`config.mk`:
```
export PLATFORM = sky130hd
export DESIGN_NAME = tgu_mac
export DESIGN_NICKNAME = d
export VERILOG_FILES = /design/src/design/tgu_pkg.sv /design/src/design/tgu_mac.sv
export SDC_FILE = /design/constraint.sdc
export NUM_CORES = 2
export LEC_CHECK = 0
export ABC_CLOCK_PERIOD_IN_PS = 9420
export BUFFER_PORTS_ARGS = -buffer_cell sky130_fd_sc_hd__buf_2
export CORE_AREA = 2 2 310 389
export DETAILED_ROUTE_END_ITERATION = 12
export DIE_AREA = 0 0 312 391
export PLACE_DENSITY = 0.88
export SLEW_MARGIN = 20
export SYNTH_ARGS = -nofsm -noshare
export SYNTH_HDL_FRONTEND = slang
export SYNTH_SLANG_ARGS = --single-unit
export TNS_END_PERCENT = 20
```
`constraint.sdc`:
```
create_clock -name clk_i -period 9.42 [get_ports clk_i]
set_input_delay 1.413 -clock clk_i [delete_from_list [all_inputs] [get_ports clk_i]]
set_output_delay 1.413 -clock clk_i [all_outputs]
set_load 0.02 [all_outputs]
```
`src/design/tgu_pkg.sv`:
```
`timescale 1ns / 1ps

package tgu_pkg;

  // value format and matrix geometry
  localparam int unsigned VALUE_W = 32;
  localparam int unsigned DIM     = 8;
  localparam int unsigned IDX_W   = 3;
  localparam int unsigned ADDR_W  = 2 * IDX_W;
  localparam int unsigned CNT_W   = IDX_W + 1;

  // shared multiplier and accumulators
  localparam int unsigned MUL_W  = VALUE_W + 1;
  localparam int unsigned PROD_W = 2 * MUL_W;
  localparam int unsigned ACC_W  = 2 * VALUE_W + IDX_W;
  localparam int unsigned RES_W  = 104;

  // operation codes of an input beat
  localparam logic [1:0] OPER_LOAD_A  = 2'd0;
  localparam logic [1:0] OPER_LOAD_B  = 2'd1;
  localparam logic [1:0] OPER_LOAD_C  = 2'd2;
  localparam logic [1:0] OPER_COMPUTE = 2'd3;

  // configuration register indexes
  localparam int unsigned CFG_IDX_W = 3;
  localparam logic [CFG_IDX_W-1:0] CFG_LOWER = 3'd0;
  localparam logic [CFG_IDX_W-1:0] CFG_TRA   = 3'd1;
  localparam logic [CFG_IDX_W-1:0] CFG_TRB   = 3'd2;
  localparam logic [CFG_IDX_W-1:0] CFG_ORDER = 3'd3;
  localparam logic [CFG_IDX_W-1:0] CFG_INNER = 3'd4;
  localparam logic [CFG_IDX_W-1:0] CFG_ALPHA = 3'd5;
  localparam logic [CFG_IDX_W-1:0] CFG_BETA  = 3'd6;

  typedef enum logic [2:0] {
    OP_MAC,
    OP_BETA,
    OP_ACC0,
    OP_ACC1,
    OP_ACC2
  } mac_op_e;

  typedef struct packed {
    logic    clr;
    logic    vld;
    mac_op_e op;
  } mac_ctrl_t;

endpackage

```
`src/design/tgu_mac.sv`:
```
`timescale 1ns / 1ps

module tgu_mac import tgu_pkg::*; (
  input  logic               clk_i,
  input  logic               rst_ni,
  input  mac_ctrl_t          ctrl_i,
  input  logic [VALUE_W-1:0] a_i,
  input  logic [VALUE_W-1:0] b_i,
  input  logic [VALUE_W-1:0] c_i,
  input  logic [VALUE_W-1:0] alpha_i,
  input  logic [VALUE_W-1:0] beta_i,
  output logic [VALUE_W-1:0] rnd_o
);

  localparam logic [RES_W-1:0] HALF = {{(RES_W-32){1'b0}}, 32'h8000_0000};

  logic signed [MUL_W-1:0]  opx, opy;
  logic signed [PROD_W-1:0] prod_d, prod_q;
  logic                     pv_q;
  mac_op_e                  pop_q;
  logic [ACC_W-1:0]         acc_q;
  logic [RES_W-1:0]         res_q;
  logic [RES_W-1:0]         pext;
  logic [RES_W-1:0]         rx;
  logic [RES_W-33:0]        ry;

  // operand select for the one multiplier
  always_comb begin
    unique case (ctrl_i.op)
      OP_MAC: begin
        opx = {a_i[VALUE_W-1], a_i};
        opy = {b_i[VALUE_W-1], b_i};
      end
      OP_BETA: begin
        opx = {c_i[VALUE_W-1], c_i};
        opy = {beta_i[VALUE_W-1], beta_i};
      end
      OP_ACC0: begin
        opx = {1'b0, acc_q[31:0]};
        opy = {alpha_i[VALUE_W-1], alpha_i};
      end
      OP_ACC1: begin
        opx = {1'b0, acc_q[63:32]};
        opy = {alpha_i[VALUE_W-1], alpha_i};
      end
      OP_ACC2: begin
        opx = {{(MUL_W-(ACC_W-64)){acc_q[ACC_W-1]}}, acc_q[ACC_W-1:64]};
        opy = {alpha_i[VALUE_W-1], alpha_i};
      end
      default: begin
        opx = '0;
        opy = '0;
      end
    endcase
  end

  assign prod_d = opx * opy;

  always_ff @(posedge clk_i or negedge rst_ni) begin
    if (!rst_ni) begin
      pv_q  <= 1'b0;
      pop_q <= OP_MAC;
    end else begin
      pv_q  <= ctrl_i.vld;
      pop_q <= ctrl_i.op;
    end
  end

  always_ff @(posedge clk_i) begin
    prod_q <= prod_d;
  end

  assign pext = {{(RES_W-PROD_W){prod_q[PROD_W-1]}}, prod_q};

  // accumulate stage
  always_ff @(posedge clk_i) begin
    if (ctrl_i.clr) begin
      acc_q <= '0;
      res_q <= '0;
    end else if (pv_q) begin
      unique case (pop_q)
        OP_MAC:  acc_q <= acc_q + {{(ACC_W-PROD_W){prod_q[PROD_W-1]}}, prod_q};
        OP_BETA: res_q <= res_q + (pext << 16);
        OP_ACC0: res_q <= res_q + pext;
        OP_ACC1: res_q <= res_q + (pext << 32);
        OP_ACC2: res_q <= res_q + (pext << 64);
        default: res_q <= res_q;
      endcase
    end
  end

  // round half up to Q16.16 and saturate
  assign rx = res_q + HALF;
  assign ry = rx[RES_W-1:32];

  always_comb begin
    if ((&ry[RES_W-33:VALUE_W-1]) || !(|ry[RES_W-33:VALUE_W-1])) begin
      rnd_o = ry[VALUE_W-1:0];
    end else if (ry[RES_W-33]) begin
      rnd_o = {1'b1, {(VALUE_W-1){1'b0}}};
    end else begin
      rnd_o = {1'b0, {(VALUE_W-1){1'b1}}};
    end
  end

endmodule

```
# Yosys cells after proc, flatten, opt, wreduce, memory -nomap -nowiden
# Cells that the tools add are included.
totals:
  out_inout_bits: 32
  ff_bits: 241
op_classes:
  add_sub_neg: 6
  n_mul: 1
  n_reduce_logical: 10
  n_mux: 5
  n_eq_ne: 8
op_table:
  columns: ["cell", "count"]
  rows:
  - ["adder 104 bit", 4]
  - ["one-hot mux 104 bit (4 select lines)", 1]
  - ["one-hot mux 33 bit (5 select lines)", 1]
  - ["adder 104 x 32 -> 104 bit, second input constant", 1]
  - ["one-hot mux 33 bit (3 select lines)", 1]
  - ["adder 67 bit", 1]
  - ["multiplier 33 x 33 -> 66 bit", 1]
  - ["2-to-1 mux 32 bit", 2]
  - ["AND reduction 41 bit", 1]
  - ["OR reduction 41 bit", 1]
  - ["== test 3 x 2 -> 1 bit, second input constant", 4]
  - ["== test 3 x 1 -> 1 bit, second input constant", 2]
  - ["== test 3 bit, second input constant", 2]
  - ["logical NOT 3 bit", 2]
  - ["AND reduction 2 bit", 2]
  - ["nonzero test 4 bit", 1]
  - ["OR reduction 3 bit", 1]
  - ["logical NOT 1 bit", 1]
  - ["logical OR 1 bit", 1]

# Depth between registers and ports, before layout
logic_depth:
  depth_word: 5
  depth_mapped: 38
  ltp_nobuf: 33

# Worst setup path before layout
# OpenSTA, ideal clock, no wires.
synth_timing:
  path_kind: "input-to-reg"
  from: "input ctrl_i[0] (netlist bit)"
  to: "register prod_q[65]"
  setup_ns: 0.127
  slack_ns: -2.024
  stages: 35
  arrival_time_ns: 11.317
  path_cell_list: "clkbuf_1 -> clkbuf_1 -> clkbuf_1 -> clkbuf_1 -> mux2i_1 -> o21ai_0 -> clkbuf_1 -> nand2_1 -> fa_1 -> inv_1 -> fa_1 -> fa_1 -> inv_1 -> fa_1 -> inv_1 -> fa_1 -> fa_1 -> fa_1 -> inv_1 -> fa_1 -> inv_1 -> ha_1 -> clkbuf_1 -> a21o_1 -> a221o_1 -> a22oi_1 -> and4bb_1 -> a211oi_1 -> or3_1 -> a221o_1 -> a221o_1 -> a221o_1 -> a21o_1 -> a221oi_1 -> xnor2_1"
synth_between:
  elab_chain_len: 4
  elab_cells_between_ends: 9
  classes_between: "mul: 1; eq/ne: 4; mux: 2; reduce/logical: 2"
synth_lines:
  columns: ["element", "line_no", "text"]
  rows:
  - ["start: declaration", "tgu_mac.sv:6", "input mac_ctrl_t ctrl_i,"]
  - ["== test 3 bit / == test 3 x 2 -> 1 bit (equally long branches)", "tgu_mac.sv:29", "unique case (ctrl_i.op)"]
  - ["OR reduction 3 bit (no source line)", null, null]
  - ["one-hot mux 33 bit (3 select lines)", "tgu_mac.sv:29", null]
  - ["multiplier 33 x 33 -> 66 bit (*)", "tgu_mac.sv:57", "assign prod_d = opx * opy;"]
  - ["via prod_d[65]", "tgu_mac.sv:18", "logic signed [PROD_W-1:0] prod_d, prod_q;"]
  - ["end signal: assignment", "tgu_mac.sv:70", "prod_q <= prod_d;"]
  - ["end: declaration", "tgu_mac.sv:18", null]
# The timed path passes the listed nets; every way through them passes the cells marked *.
# A chain may end at the register's enable or synchronous reset.

# Worst setup path in the final report
# Same ends and word-level chain as after synthesis.

==> metrics.md <==
| Metric | Value |
|---|---|
| Post-Syn Nets | 10700 |
| First-pass GRT wire length | 449000 µm |
| Die span in y | 391 µm |
| Crit-path max cell delay | 0.64 ns |
| CTS tree | done |
| Final Core Density | 69.4% |
| Lkg Pwr | 40.4 nW |
| Seq cells post-synth | 241 |
| Number of nets in the layout | 11300 |
| Fin worst setup slack | -0.632 ns |
| Vias in the first global route | 73800 |
| Mean Syn Cell Area | 7.99 µm² |
| CTS Root Cell | clkbuf_16 |
| Critical path endpoint category | flop |
| Die width | 312 µm |
| Non-Filler Instances | 11100 |
| Primary FF master, synth | dfxtp_1 |
| Hold Buf Count CTS | 0 |
| RSZ-0062 raised after global routing | true |
| Max_cap viols | 0 |
| Io pins | 199 |
| Total Routing Usage GR | 49.3% |
| Wire per inst | 27.8 µm |
| VDD IR max | 474 µV |
| Final worst path period need | 10.05 ns |
| Pins Over Slew Limit | 0 |
| Library cells used by synthesis | 87 |
| Critical Path Slowest Stage Cell | fa_2 |
| Initial antenna violation count | 16 |
| WL final | 308000 µm |
| Cell mode on critical path | fa_1 |
| Req. time, crit path | 9.97 ns |
| Failing checks | setup timing |
| Max H-tree Level | 1 |
| Worst skew pair latency | 0.64 ns |
| Post-synthesis sequential area ratio | 6.87% |
| F_max | 0.0995 GHz |
| Grt total ovfl | 0 |
| Pwr per Cell Area | 324 mW/mm² |
| Relative slew slack | 11.3% |
| Hold Path Class | reg -> reg |
| DRC | 0 |
| Syn. warnings | 0 |
| CP Launch Type | primary input |
| Worst Path Max Fanout | 9 |
| Rows | 142 |
| Pin count of the biggest net entering global routing | 87 |
| Critical Path AT | 10.60 ns |
| Clock slew at reported path FFs | 0.08 ns |
| Worst slew pin tran | 1.33 ns |
| Post-route ant nets | 0 |
| Die area | 0.122 mm² |
| PortBufs | 198 |
| Placer Congestion | 1.13 |
| Outcome | finished, violations left |
| Final Hold Vio Count | 0 |
| Pre-CTS setup slack | -1.86 ns |
| Worst Path Class, Setup | in -> reg |
| Inst Count DP | 10900 |
| Dpl hpwl | 247000 µm |
| CTS Buffer Depth | 3 |
| 1st-iter DRT viols | 7295 |
| Syn Inst Count | 8830 |
| Number of synthesized flops with an enable pin | 0 |
| Mapped Area | 0.0705 mm² |
| Async SR Flop Fraction | 1.66% |
| Clock sinks | 241 |
| Core Area | 0.119 mm² |
| Final setup violation count | 12 |
| Skew final | 0.0296 ns |
| Starting density of the core | 59.4% |
| Via count | 71600 |
| DR pass1 iterations | 8 |
| Layout cell share with drive strength beyond 1 | 16.0% |
| Total CTS buffers | 27 |
| Vias/cell | 6.48 |
| Area grow syn2layout | 16.7% |
| Fin crit share | 107% |
state kept, by name (all words and copies together), names as in the netlist:
register and count:
pv_q 1, acc_q 67, pop_q 3, prod_q 66, res_q 104
area by class of cell:
class                      count  area [µm²]
timing repair buffer        1031        8850
fill                        9293       36300
clock buffer                  28         689
inverter                    1208        4540
multi-input combinational   6926       61200
tap                         1584        1980
clock inverter                22         229
sequential                   241        4850
antenna                       16        40.0
repair_timing:
| action | CTS | global route |
|---|---|---|
| gates cloned | 8 | 3 |
| resized for setup | 295 | 144 |
| setup buffers | 62 | 23 |
| setup endpoints to repair | 32 | 24 |
| endpoints found under the hold margin | 0 | 0 |
| pin swaps | 115 | 101 |
kinds of logic after synthesis:
kind of cell             Yosys count  synth area share (%)
XOR/XNOR                         432                  5.37
adder cells (fa/ha/maj)         1706                  42.5
AO/OA/AOI/OAI                   1880                  16.9
flip-flops                       241                  6.87
AND/OR/NAND/NOR                 2752                  17.2
multiplexers                     153                  2.22
buffers and inverters           1666                  8.91
cells in the mapped netlist, types with 135 or more instances:
master | n | area [µm²]
nand2_1 | 1012 | 3800
o21ai_0 | 342 | 1710
a21o_1 | 221 | 1660
ha_1 | 555 | 6940
inv_1 | 1207 | 4530
dfxtp_1 | 237 | 4740
clkbuf_1 | 442 | 1660
nand3_1 | 135 | 676
xor2_1 | 178 | 1560
fa_1 | 1151 | 23000
xnor2_1 | 253 | 2220
a21oi_1 | 608 | 3040
nor2_1 | 966 | 3630
final timing paths:
check                      startpoint          to  slack [ns]  cells past startpoint
hold reg to reg             res_q[10]   res_q[10]        0.46                      2
min in group asynchronous      rst_ni    pop_q[0]        0.62                      1
hold / removal              res_q[10]   res_q[10]        0.46                      2
setup reg to reg            acc_q[66]  prod_q[65]        0.01                     31
max in group asynchronous      rst_ni    pop_q[1]        8.61                      1
setup / recovery            ctrl_i[0]  prod_q[65]       -0.63                     34
critical path, delay by kind of cell:
family                   cells  cell delay [ns]
adder cells (fa/ha/maj)      9             4.36
AO/OA/AOI/OAI               10             2.45
buffers and inverters        9             1.09
AND/OR/NAND/NOR              5             1.09
XOR/XNOR                     1             0.14
power breakdown:
| part | internal, mW | leakage [nW] | switching [mW] |
|---|---|---|---|
| clock network | 0.588 | 0.445 | 0.600 |
| registers | 1.35 | 2.00 | 0.938 |
| logic | 9.93 | 38.0 | 13.3 |
metrics by stage:
stage               total power [mW]  area, µm²  TNS, ns  hold WS, ns
floorplan                       14.7      71600    -1.30        0.436
global placement                22.7      78700   -33.46        0.443
detailed placement              23.4      78700   -37.15        0.454
CTS                             25.3      81500    -1.10        0.463
global route                    28.3      82300    -4.45        0.483
finish                          26.7      82400    -3.00        0.462
routing by layer:
| layer | wire length (µm) | GRT usage [%] |
|---|---|---|
| met1 | 99100 | 53.6 |
| met2 | 136000 | 78.6 |
| met3 | 34900 | 12.3 |
| met4 | 37100 | 46.9 |
| met5 | 156 | 0 |
cell usage in the layout (no fill, tap or decap), types with 56 or more instances in the layout:
| cell | instances |
|---|---|
| xor2_1 | 178 |
| o21ai_0 | 307 |
| a211oi_1 | 82 |
| a21o_1 | 220 |
| inv_1 | 1190 |
| nor2b_1 | 60 |
| o21a_1 | 83 |
| buf_4 | 670 |
| nand2b_1 | 64 |
| a21oi_1 | 571 |
| nand3_1 | 133 |
| mux2i_1 | 101 |
| fa_1 | 1111 |
| nand4_1 | 111 |
| a31oi_1 | 60 |
| ha_1 | 537 |
| nor2_1 | 890 |
| dfxtp_1 | 236 |
| buf_2 | 194 |
| nand2_1 | 991 |
| o21bai_1 | 75 |
| buf_12 | 84 |
| buf_6 | 56 |
| nor3_1 | 119 |
| nor2_2 | 59 |
| xnor2_1 | 253 |
Note: power is estimated with default switching activity, not from simulation.
